<file path="src/sv/dssq_pkg.sv">
// ----------------------------------------------------------------------------
// dssq_pkg: shared types and the step table of the serial command sequencer
// Holds the command and result codes, the sequencer states and the function
// that describes each result of each command sequence.
// ----------------------------------------------------------------------------
package dssq_pkg;

  localparam int unsigned OP_W    = 3;
  localparam int unsigned CH_W    = 3;
  localparam int unsigned VALUE_W = 32;
  localparam int unsigned KIND_W  = 3;
  localparam int unsigned BYTE_W  = 8;
  localparam int unsigned STEP_W  = 4;
  localparam int unsigned CFG_W   = 5;

  typedef enum logic [OP_W-1:0] {
    OP_INIT     = 3'd0,
    OP_FREQ     = 3'd1,
    OP_AMPL     = 3'd2,
    OP_PWR_UP   = 3'd3,
    OP_PWR_DOWN = 3'd4,
    OP_REJECT   = 3'd5
  } op_t;

  typedef enum logic [KIND_W-1:0] {
    KIND_BYTE   = 3'd0,
    KIND_UPDATE = 3'd1,
    KIND_RESET  = 3'd2,
    KIND_POWER  = 3'd3,
    KIND_REJECT = 3'd4
  } kind_t;

  // Where the data byte of a step comes from.
  typedef enum logic [2:0] {
    SRC_CONST   = 3'd0,
    SRC_SEL_CH  = 3'd1,
    SRC_SEL_ALL = 3'd2,
    SRC_PLL     = 3'd3,
    SRC_VAL     = 3'd4
  } src_t;

  typedef enum logic {
    S_IDLE = 1'b0,
    S_RUN  = 1'b1
  } state_t;

  typedef enum logic {
    CFG_WIRE_MODE = 1'b0,
    CFG_PLL_MUL   = 1'b1
  } cfg_idx_t;

  // Device register addresses.
  localparam logic [BYTE_W-1:0] ADDR_CSR   = 8'h00;
  localparam logic [BYTE_W-1:0] ADDR_FR1   = 8'h01;
  localparam logic [BYTE_W-1:0] ADDR_FR2   = 8'h02;
  localparam logic [BYTE_W-1:0] ADDR_CPOW0 = 8'h05;
  localparam logic [BYTE_W-1:0] ADDR_CFTW0 = 8'h04;
  localparam logic [BYTE_W-1:0] ADDR_ACR   = 8'h06;

  localparam logic [BYTE_W-1:0] FR1_PWR_UP    = 8'hd0;
  localparam logic [BYTE_W-1:0] FR1_PWR_DOWN  = 8'hc0;
  localparam logic [BYTE_W-1:0] FR2_PHASE_CLR = 8'h10;
  localparam logic [BYTE_W-1:0] ACR_MULT_EN   = 8'h10;
  localparam logic [BYTE_W-1:0] CPOW_MASK     = 8'h3f;

  typedef struct packed {
    kind_t             kind;
    src_t              src;
    logic [BYTE_W-1:0] k;
    logic              fs;
    logic              fe;
    logic              pin;
    logic              last;
    logic              shift;
  } step_t;

  function automatic step_t mk(kind_t kind, src_t src, logic [BYTE_W-1:0] k,
                               logic fs, logic fe, logic pin, logic last);
    step_t s;
    s.kind  = kind;
    s.src   = src;
    s.k     = k;
    s.fs    = fs;
    s.fe    = fe;
    s.pin   = pin;
    s.last  = last;
    s.shift = (src == SRC_VAL);
    return s;
  endfunction

  function automatic step_t sbyte(src_t src, logic [BYTE_W-1:0] k, logic fs, logic fe,
                                  logic last);
    return mk(KIND_BYTE, src, k, fs, fe, 1'b0, last);
  endfunction

  function automatic step_t spin(kind_t kind, logic pin, logic last);
    return mk(kind, SRC_CONST, 8'h00, 1'b0, 1'b0, pin, last);
  endfunction

  // One entry per result: command sequence op, position step.
  function automatic step_t step_desc(op_t op, logic [STEP_W-1:0] step);
    step_t s;
    s = spin(KIND_REJECT, 1'b0, 1'b1);
    unique case (op)
      OP_INIT: begin
        unique case (step)
          4'd0:  s = spin(KIND_POWER, 1'b0, 1'b0);
          4'd1:  s = spin(KIND_RESET, 1'b0, 1'b0);
          4'd2:  s = sbyte(SRC_CONST, ADDR_CSR, 1'b1, 1'b0, 1'b0);
          4'd3:  s = sbyte(SRC_SEL_ALL, 8'h00, 1'b0, 1'b1, 1'b0);
          4'd4:  s = sbyte(SRC_CONST, ADDR_FR1, 1'b1, 1'b0, 1'b0);
          4'd5:  s = sbyte(SRC_PLL, 8'h00, 1'b0, 1'b0, 1'b0);
          4'd6:  s = sbyte(SRC_CONST, 8'h00, 1'b0, 1'b0, 1'b0);
          4'd7:  s = sbyte(SRC_CONST, 8'h00, 1'b0, 1'b1, 1'b0);
          4'd8:  s = sbyte(SRC_CONST, ADDR_CPOW0, 1'b1, 1'b0, 1'b0);
          4'd9:  s = sbyte(SRC_CONST, 8'h00 & CPOW_MASK, 1'b0, 1'b0, 1'b0);
          4'd10: s = sbyte(SRC_CONST, 8'h00, 1'b0, 1'b1, 1'b0);
          4'd11: s = sbyte(SRC_CONST, ADDR_CSR, 1'b1, 1'b0, 1'b0);
          4'd12: s = sbyte(SRC_SEL_ALL, 8'h00, 1'b0, 1'b1, 1'b0);
          default: s = spin(KIND_UPDATE, 1'b0, 1'b1);
        endcase
      end
      OP_FREQ: begin
        unique case (step)
          4'd0:  s = sbyte(SRC_CONST, ADDR_CSR, 1'b1, 1'b0, 1'b0);
          4'd1:  s = sbyte(SRC_SEL_CH, 8'h00, 1'b0, 1'b1, 1'b0);
          4'd2:  s = sbyte(SRC_CONST, ADDR_CFTW0, 1'b1, 1'b0, 1'b0);
          4'd3:  s = sbyte(SRC_VAL, 8'h00, 1'b0, 1'b0, 1'b0);
          4'd4:  s = sbyte(SRC_VAL, 8'h00, 1'b0, 1'b0, 1'b0);
          4'd5:  s = sbyte(SRC_VAL, 8'h00, 1'b0, 1'b0, 1'b0);
          4'd6:  s = sbyte(SRC_VAL, 8'h00, 1'b0, 1'b1, 1'b0);
          4'd7:  s = sbyte(SRC_CONST, ADDR_CSR, 1'b1, 1'b0, 1'b0);
          4'd8:  s = sbyte(SRC_SEL_ALL, 8'h00, 1'b0, 1'b1, 1'b0);
          4'd9:  s = sbyte(SRC_CONST, ADDR_FR2, 1'b1, 1'b0, 1'b0);
          4'd10: s = sbyte(SRC_CONST, FR2_PHASE_CLR, 1'b0, 1'b0, 1'b0);
          4'd11: s = sbyte(SRC_CONST, 8'h00, 1'b0, 1'b1, 1'b0);
          4'd12: s = sbyte(SRC_CONST, ADDR_FR2, 1'b1, 1'b0, 1'b0);
          4'd13: s = sbyte(SRC_CONST, 8'h00, 1'b0, 1'b0, 1'b0);
          4'd14: s = sbyte(SRC_CONST, 8'h00, 1'b0, 1'b1, 1'b0);
          default: s = spin(KIND_UPDATE, 1'b0, 1'b1);
        endcase
      end
      OP_AMPL: begin
        unique case (step)
          4'd0:  s = sbyte(SRC_CONST, ADDR_CSR, 1'b1, 1'b0, 1'b0);
          4'd1:  s = sbyte(SRC_SEL_CH, 8'h00, 1'b0, 1'b1, 1'b0);
          4'd2:  s = sbyte(SRC_CONST, ADDR_ACR, 1'b1, 1'b0, 1'b0);
          4'd3:  s = sbyte(SRC_CONST, 8'h00, 1'b0, 1'b0, 1'b0);
          4'd4:  s = sbyte(SRC_VAL, ACR_MULT_EN, 1'b0, 1'b0, 1'b0);
          4'd5:  s = sbyte(SRC_VAL, 8'h00, 1'b0, 1'b1, 1'b0);
          4'd6:  s = sbyte(SRC_CONST, ADDR_CSR, 1'b1, 1'b0, 1'b0);
          4'd7:  s = sbyte(SRC_SEL_ALL, 8'h00, 1'b0, 1'b1, 1'b0);
          default: s = spin(KIND_UPDATE, 1'b0, 1'b1);
        endcase
      end
      OP_PWR_UP: begin
        unique case (step)
          4'd0:  s = spin(KIND_POWER, 1'b0, 1'b0);
          4'd1:  s = sbyte(SRC_CONST, ADDR_FR1, 1'b1, 1'b0, 1'b0);
          4'd2:  s = sbyte(SRC_CONST, FR1_PWR_UP, 1'b0, 1'b0, 1'b0);
          4'd3:  s = sbyte(SRC_CONST, 8'h00, 1'b0, 1'b0, 1'b0);
          default: s = sbyte(SRC_CONST, 8'h00, 1'b0, 1'b1, 1'b1);
        endcase
      end
      OP_PWR_DOWN: begin
        unique case (step)
          4'd0:  s = sbyte(SRC_CONST, ADDR_FR1, 1'b1, 1'b0, 1'b0);
          4'd1:  s = sbyte(SRC_CONST, FR1_PWR_UP, 1'b0, 1'b0, 1'b0);
          4'd2:  s = sbyte(SRC_CONST, 8'h00, 1'b0, 1'b0, 1'b0);
          4'd3:  s = sbyte(SRC_CONST, FR1_PWR_DOWN, 1'b0, 1'b1, 1'b0);
          default: s = spin(KIND_POWER, 1'b1, 1'b1);
        endcase
      end
      default: s = spin(KIND_REJECT, 1'b0, 1'b1);
    endcase
    return s;
  endfunction

endpackage

</file>
<file path="src/sv/dssq_if.sv">
// ----------------------------------------------------------------------------
// dssq_if: command and result channels of the serial command sequencer
// Valid/ready channels; a transfer happens when valid and ready are both high.
// ----------------------------------------------------------------------------
interface dssq_cmd_if;
  logic        valid;
  logic        ready;
  logic [2:0]  operation;
  logic [2:0]  channel;
  logic [31:0] value;

  modport source (output valid, operation, channel, value, input ready);
  modport sink (input valid, operation, channel, value, output ready);
endinterface

interface dssq_res_if;
  logic       valid;
  logic       ready;
  logic [2:0] kind;
  logic [7:0] data_byte;
  logic       frame_start;
  logic       frame_end;
  logic       power_pin;
  logic       last;

  modport source (output valid, kind, data_byte, frame_start, frame_end, power_pin, last,
                  input ready);
  modport sink (input valid, kind, data_byte, frame_start, frame_end, power_pin, last,
                output ready);
endinterface

</file>
<file path="src/sv/dds_serial_command_sequencer_top.sv">
// ----------------------------------------------------------------------------
// dds_serial_command_sequencer_top: serial command sequencer for a DDS chip
// Expands each command into serial bytes, reset, power pin and update results, or into a single reject result.
//
//   channel   | role   | payload
//   ----------+--------+----------------------------------------------------
//   cmd       | sink   | operation, channel, value
//   res       | source | kind, data_byte, frame_start, frame_end, power_pin,
//             |        | last
//   cfg_*     | write  | cfg_index selects wire_mode or pll_multiplier
//
// A command is taken while idle, then the step sequencer produces one result
// per cycle into the output register, up to 16 results per command, as long
// as the result side does not stall.
// The next command is taken as soon as the last result is loaded, even while it
// still waits in the output register. Reset clears the sequencer and the output
// valid and sets wire_mode to 2 and pll_multiplier to 20.
// ----------------------------------------------------------------------------
module dds_serial_command_sequencer_top #(
  parameter int unsigned CHANNELS = 2
) (
  input  logic                   clk,
  input  logic                   rst,
  input  logic                   cfg_write,
  input  logic                   cfg_index,
  input  logic [dssq_pkg::CFG_W-1:0] cfg_data,
  dssq_cmd_if.sink               cmd,
  dssq_res_if.source             res
);
  import dssq_pkg::*;

  localparam int unsigned SEL_BASE = 8 - CHANNELS;
  localparam logic [BYTE_W-1:0] SEL_ALL = BYTE_W'(8'hff << SEL_BASE);

  state_t               state, state_next;
  logic [1:0]           wire_mode;
  logic [4:0]           pll_mul;
  op_t                  op;
  op_t                  op_dec;
  logic [CH_W-1:0]      chan;
  logic [VALUE_W-1:0]   shreg;
  logic [STEP_W-1:0]    step;
  step_t                desc;
  logic                 load;
  logic [BYTE_W-1:0]    byte_val;
  logic [BYTE_W-1:0]    sel_ch;
  logic [BYTE_W-1:0]    pll_byte;
  logic                 accept;

  // Configuration registers.
  always_ff @(posedge clk) begin
    if (rst) begin
      wire_mode <= 2'd2;
      pll_mul   <= 5'd20;
    end else if (cfg_write) begin
      unique case (cfg_index)
        CFG_WIRE_MODE: wire_mode <= cfg_data[1:0];
        CFG_PLL_MUL:   pll_mul   <= cfg_data;
        default:       wire_mode <= wire_mode;
      endcase
    end
  end

  // Command decode; a frequency or amplitude command to a channel outside the device, or an unknown code, is rejected.
  always_comb begin
    priority if (cmd.operation == OP_INIT) begin
      op_dec = OP_INIT;
    end else if (cmd.operation == OP_PWR_UP) begin
      op_dec = OP_PWR_UP;
    end else if (cmd.operation == OP_PWR_DOWN) begin
      op_dec = OP_PWR_DOWN;
    end else if ((cmd.operation == OP_FREQ) && (32'(cmd.channel) < CHANNELS)) begin
      op_dec = OP_FREQ;
    end else if ((cmd.operation == OP_AMPL) && (32'(cmd.channel) < CHANNELS)) begin
      op_dec = OP_AMPL;
    end else begin
      op_dec = OP_REJECT;
    end
  end

  assign accept = cmd.valid && cmd.ready;

  always_ff @(posedge clk) begin
    if (rst) begin
      state <= S_IDLE;
    end else begin
      state <= state_next;
    end
  end

  always_comb begin
    state_next = state;
    unique case (state)
      S_IDLE: if (cmd.valid) state_next = S_RUN;
      S_RUN:  if (load && desc.last) state_next = S_IDLE;
      default: state_next = S_IDLE;
    endcase
  end

  // No command is taken while reset is held.
  always_comb begin
    cmd.ready = 1'b0;
    load      = 1'b0;
    unique case (state)
      S_IDLE: cmd.ready = !rst;
      S_RUN:  load = !res.valid || res.ready;
      default: cmd.ready = 1'b0;
    endcase
  end

  // Command registers; the value leaves the shift register one byte per use.
  // An amplitude is lined up so that its high byte comes out first.
  always_ff @(posedge clk) begin
    if (accept) begin
      op    <= op_dec;
      chan  <= cmd.channel;
      shreg <= (op_dec == OP_AMPL) ? {cmd.value[15:0], 16'h0000} : cmd.value;
    end else if (load && desc.shift) begin
      shreg <= {shreg[VALUE_W-BYTE_W-1:0], {BYTE_W{1'b0}}};
    end
  end

  always_ff @(posedge clk) begin
    if (rst) begin
      step <= '0;
    end else if (accept) begin
      step <= '0;
    end else if (load) begin
      step <= step + 1'b1;
    end
  end

  assign desc     = step_desc(op, step);
  assign sel_ch   = BYTE_W'(8'h01 << (4'(SEL_BASE) + {1'b0, chan}));
  assign pll_byte = {(pll_mul >= 5'd8), pll_mul, 2'b00};

  always_comb begin
    unique case (desc.src)
      SRC_CONST:   byte_val = desc.k;
      SRC_SEL_CH:  byte_val = sel_ch | {6'b0, wire_mode};
      SRC_SEL_ALL: byte_val = SEL_ALL | {6'b0, wire_mode};
      SRC_PLL:     byte_val = pll_byte;
      SRC_VAL:     byte_val = shreg[VALUE_W-1 -: BYTE_W] | desc.k;
      default:     byte_val = desc.k;
    endcase
  end

  // Output register.
  always_ff @(posedge clk) begin
    if (rst) begin
      res.valid <= 1'b0;
    end else if (load) begin
      res.valid <= 1'b1;
    end else if (res.ready) begin
      res.valid <= 1'b0;
    end
  end

  always_ff @(posedge clk) begin
    if (load) begin
      res.kind        <= desc.kind;
      res.data_byte   <= byte_val;
      res.frame_start <= desc.fs;
      res.frame_end   <= desc.fe;
      res.power_pin   <= desc.pin;
      res.last        <= desc.last;
    end
  end

`ifndef SYNTHESIS
  a_busy_after_accept: assert property (@(posedge clk) disable iff (rst)
    accept |=> !cmd.ready)
    else $error("sequencer took a command while busy");

  a_idle_after_last: assert property (@(posedge clk) disable iff (rst)
    (load && desc.last) |=> cmd.ready)
    else $error("sequencer did not return to idle after the last result");

  a_reject_is_last: assert property (@(posedge clk) disable iff (rst)
    (res.valid && (res.kind == KIND_REJECT)) |-> res.last)
    else $error("rejected result not marked last");

  a_frame_on_byte: assert property (@(posedge clk) disable iff (rst)
    (res.valid && (res.frame_start || res.frame_end)) |-> (res.kind == KIND_BYTE))
    else $error("frame mark on a result that is not a serial byte");

  a_step_bound: assert property (@(posedge clk) disable iff (rst)
    (state == S_RUN) |-> ((op != OP_REJECT) || (step == '0)))
    else $error("rejected command ran past its single result");
`endif

endmodule

</file>
<file path="src/flat_wrapper.sv">
// flat-port wrapper written by rule: the top's interface ports become plain ports
module dds_serial_command_sequencer_top_flat import dssq_pkg::*;
#(
  parameter int unsigned CHANNELS = 2
)
  (clk, rst, cfg_write, cfg_index, cfg_data, cmd_valid, cmd_operation, cmd_channel, cmd_value, cmd_ready, res_valid, res_kind, res_data_byte, res_frame_start, res_frame_end, res_power_pin, res_last, res_ready);
  dssq_cmd_if cmd_i ();
  dssq_res_if res_i ();
  input  logic clk;
  input  logic rst;
  input  logic cfg_write;
  input  logic cfg_index;
  input  logic [dssq_pkg::CFG_W-1:0] cfg_data;
  input wire logic [$bits(cmd_i.valid)-1:0] cmd_valid;
  input wire logic [$bits(cmd_i.operation)-1:0] cmd_operation;
  input wire logic [$bits(cmd_i.channel)-1:0] cmd_channel;
  input wire logic [$bits(cmd_i.value)-1:0] cmd_value;
  output wire logic [$bits(cmd_i.ready)-1:0] cmd_ready;
  output wire logic [$bits(res_i.valid)-1:0] res_valid;
  output wire logic [$bits(res_i.kind)-1:0] res_kind;
  output wire logic [$bits(res_i.data_byte)-1:0] res_data_byte;
  output wire logic [$bits(res_i.frame_start)-1:0] res_frame_start;
  output wire logic [$bits(res_i.frame_end)-1:0] res_frame_end;
  output wire logic [$bits(res_i.power_pin)-1:0] res_power_pin;
  output wire logic [$bits(res_i.last)-1:0] res_last;
  input wire logic [$bits(res_i.ready)-1:0] res_ready;
  assign cmd_i.valid = cmd_valid;
  assign cmd_i.operation = cmd_operation;
  assign cmd_i.channel = cmd_channel;
  assign cmd_i.value = cmd_value;
  assign cmd_ready = cmd_i.ready;
  assign res_valid = res_i.valid;
  assign res_kind = res_i.kind;
  assign res_data_byte = res_i.data_byte;
  assign res_frame_start = res_i.frame_start;
  assign res_frame_end = res_i.frame_end;
  assign res_power_pin = res_i.power_pin;
  assign res_last = res_i.last;
  assign res_i.ready = res_ready;
  dds_serial_command_sequencer_top #(.CHANNELS(CHANNELS)) u_core (.clk(clk), .rst(rst), .cfg_write(cfg_write), .cfg_index(cfg_index), .cfg_data(cfg_data), .cmd(cmd_i), .res(res_i));
endmodule
</file>
<file path="config.mk">
export PLATFORM = sky130hd
export DESIGN_NAME = dds_serial_command_sequencer_top_flat
export DESIGN_NICKNAME = d
export VERILOG_FILES = /design/src/sv/dssq_pkg.sv /design/src/sv/dssq_if.sv /design/src/sv/dds_serial_command_sequencer_top.sv /design/src/flat_wrapper.sv
export SDC_FILE = /design/constraint.sdc
export NUM_CORES = 1
export LEC_CHECK = 0
export BUFFER_PORTS_ARGS = -buffer_cell sky130_fd_sc_hd__buf_4
export CORE_UTILIZATION = 35
export CTS_CLUSTER_DIAMETER = 60
export DETAILED_ROUTE_END_ITERATION = 10
export GPL_TIMING_DRIVEN = 0
export MAX_ROUTING_LAYER = met4
export PLACE_DENSITY_LB_ADDON = 0.3
export RECOVER_POWER = 50
export SLEW_MARGIN = 5
export SYNTH_ARGS = -nofsm -noshare
export SYNTH_HDL_FRONTEND = slang
export SYNTH_SLANG_ARGS = --single-unit
</file>
<file path="constraint.sdc">
create_clock -name clk -period 3.9 [get_ports clk]
set_input_delay 0.585 -clock clk [delete_from_list [all_inputs] [get_ports clk]]
set_output_delay 0.585 -clock clk [all_outputs]
set_load 0.01 [all_outputs]
</file>
==> summary.txt <==
RD Place Congestion = 0.909
DRC errors left = 0
average size of a mapped cell = 9.90 µm²
GR Overflow Total = 0
Critical Path Slowest Stage Cell = clkbuf_1
commonest non-fill, non-tap cell in the layout = nand2_1
post-placement cell area = 5150 µm²
Crit. Startpoint = u_core.state
Critical Setup Path Class = flop to flop
vias in the first global route = 3,354
initial antenna violation count = 0
CP max FO = 15
R2R Path Start = u_core.state
Data required, critical path = 3.93 ns
Overall Global Routing Usage = 0.177
Distinct cells, synth = 60
post-cts hold buffer count = 0
max-cap check violation count = 0
Arrival @ worst endpoint = 2.86 ns
worst min path class = input port to flop
TritonCTS Buffers = 9
crit-path cells = clkbuf_1 > nor2_1 > nand2_1 > inv_1 > clkbuf_1 > clkbuf_1 > a31oi_1
Slew headroom = 0.127
top cell family by delay on the critical path = buffers and inverters
number of setup buffers added after CTS = 0
Area Growth Syn to Fin = 21.2%
Clock Tree Root = clkbuf_16
first-pass GRT wire length = 17,200 µm
Die ar. = 13,100 µm²
crit path buf inv count = 4
Final Slew Violations = 0
Peak Freq = 353 MHz
measured slew at the worst slew-check pin = 1.30 ns
Final nets = 582
Clock Sinks = 91
area of the core = 12,200 µm²
Final Hold Vio Count = 0
Final setup viols = 0
prevailing post-synth register cell = edfxtp_1
R2R Path End = u_core.shreg[26]
cell depth of the worst flop-to-flop path = 7
post-synthesis register bit count = 91
clk_skew = 0.00854 ns
vias = 3,527
CP Capture Type = flop
antenna cells = 0
worst setup path end = u_core.shreg[26]
Total Routed Length = 10,600 µm
Seq/Total Area, Yosys = 0.533
Routed Antenna Nets = 0
Leak Pwr = 0.00218 µW
Post-Synthesis Cells = 446
Levels on crit path = 7
CP startpoint kind = flop
Max VDD drop = 166 µV
DIE WIDTH = 114 µm
clock latency on the worst-skew pair = 0.34 ns
Mapped Area = 4410 µm²
Iter 0 DRT Violations = 227
YS warnings = 0
register clock-pin slew on the reported worst setup and hold paths = 0.06 ns
ratio of cells with drive above 1 in the final layout = 0.133
fillcell total = 1,181
htree depth = 3
most frequent cells in the layout = nand2_1, edfxtp_1, buf_4
crit-path max cell delay = 0.63 ns
number of synthesized flops with an enable pin = 53
R2R setup slack = 1.07 ns
most used cell, CP = clkbuf_1
Tcrit/Tclk final = 0.726
Hold Path Depth = 1
design area = 5350 µm²
# rows = 40
cell area power density = 397 nW/µm²
Vias/cell = 5.07
Die H = 114 µm
CTS tree = yes
share of synthesized registers carrying an async set or reset = 0
largest net degree at the start of global routing = 26
number of gates resized after cts = 0
WL per Instance = 15.3 µm
port bufs = 65
min Tclk post-route = 2.83 ns
Top Ports = 66
DP Wirelength = 7860 µm
initial core utilization = 0.363
Pre-antenna DRT Iters = 5
status = completed
post-route setup TNS = 0 ns
RSZ-0062 raised after global routing = false
Syn Nets = 505
Max clock buf depth = 2
-- cells in the mapped netlist (4+ instances only) --
cell type	count	area share
xnor2_1	5	0.0099
o22ai_1	4	0.0057
nand4_1	6	0.0085
nor2_1	41	0.035
nand2_1	73	0.062
nor3_1	10	0.011
o211ai_1	4	0.0068
nor2b_1	6	0.0085
o21ai_0	7	0.0079
dfxtp_1	38	0.17
ha_1	10	0.028
a21oi_1	19	0.022
a211o_1	4	0.0079
buf_2	7	0.0079
inv_1	21	0.018
edfxtp_1	53	0.36
nand2b_1	8	0.011
and3_1	14	0.020
a31oi_1	18	0.026
mux2i_1	10	0.023
nand3_1	16	0.018
clkbuf_1	12	0.010
-- through the flow --
| step | cells | worst slack (ns) | util | hold WS (ns) | total power [µW] |
|---|---|---|---|---|---|
| after floorplan | 446 | 0.785 | - | 0.436 | 1210 |
| after global placement | 679 | -0.0860 | 0.420 | 0.455 | 1310 |
| after detailed placement | 680 | 0.848 | 0.424 | 0.475 | 1320 |
| after CTS | 696 | 1.11 | 0.447 | 0.418 | 2160 |
| after global routing | 696 | 0.880 | 0.440 | 0.448 | 2210 |
| final | 696 | 1.07 | 0.440 | 0.455 | 2120 |
-- routing by layer --
layer | track usage | part of all wire
met2 | 0.268 | 0.45
met4 | 0.0623 | 0.013
met3 | 0.0291 | 0.044
met5 | - | 0
met1 | 0.241 | 0.49
-- where the power goes --
group / switching (µW) / total, µW / internal [µW]
clock network: 351 / 838 / 488
logic: 121 / 207 / 86.2
registers: 14.5 / 1080 / 1060
total: 486 / 2120 / 1640
-- layout make-up --
type / instances / area (µm²) / share of cell area
plain buffers: 23 / 105 / 0.0196
clock buffers: 9 / 225 / 0.0421
clock inverters: 7 / 58.8 / 0.0110
inverters: 21 / 78.8 / 0.0147
multi-input cells: 311 / 1880 / 0.351
flip-flops and latches: 91 / 2350 / 0.440
well taps: 168 / 210 / 0.0393
repair buffers: 66 / 440 / 0.0823
-- worst min path at each step --
stage | start | end | slack [ns]
after floorplan | u_core.pll_mul[0] | u_core.pll_mul[0] | 0.44
after global placement | u_core.pll_mul[2] | u_core.pll_mul[2] | 0.46
after CTS | cmd_channel[0] | u_core.chan[0] | 0.42
after detailed placement | u_core.pll_mul[2] | u_core.pll_mul[2] | 0.47
after global routing | cmd_channel[0] | u_core.chan[0] | 0.45
final | cmd_channel[0] | u_core.chan[0] | 0.46
-- cell families (layout without fill, tap and decap cells) --
family	count (synthesis)	count (layout)	synth area share
xor gates and xnor gates	5	5	0.00992
buffers and inverters	44	126	0.0428
DFF	91	91	0.533
muxes	13	13	0.0354
AOI/OAI and AO/OA	82	82	0.123
adders and majority gates	10	10	0.0283
and+or+nand+nor	201	201	0.227
No activity file was read; power rests on OpenSTA's default activity.
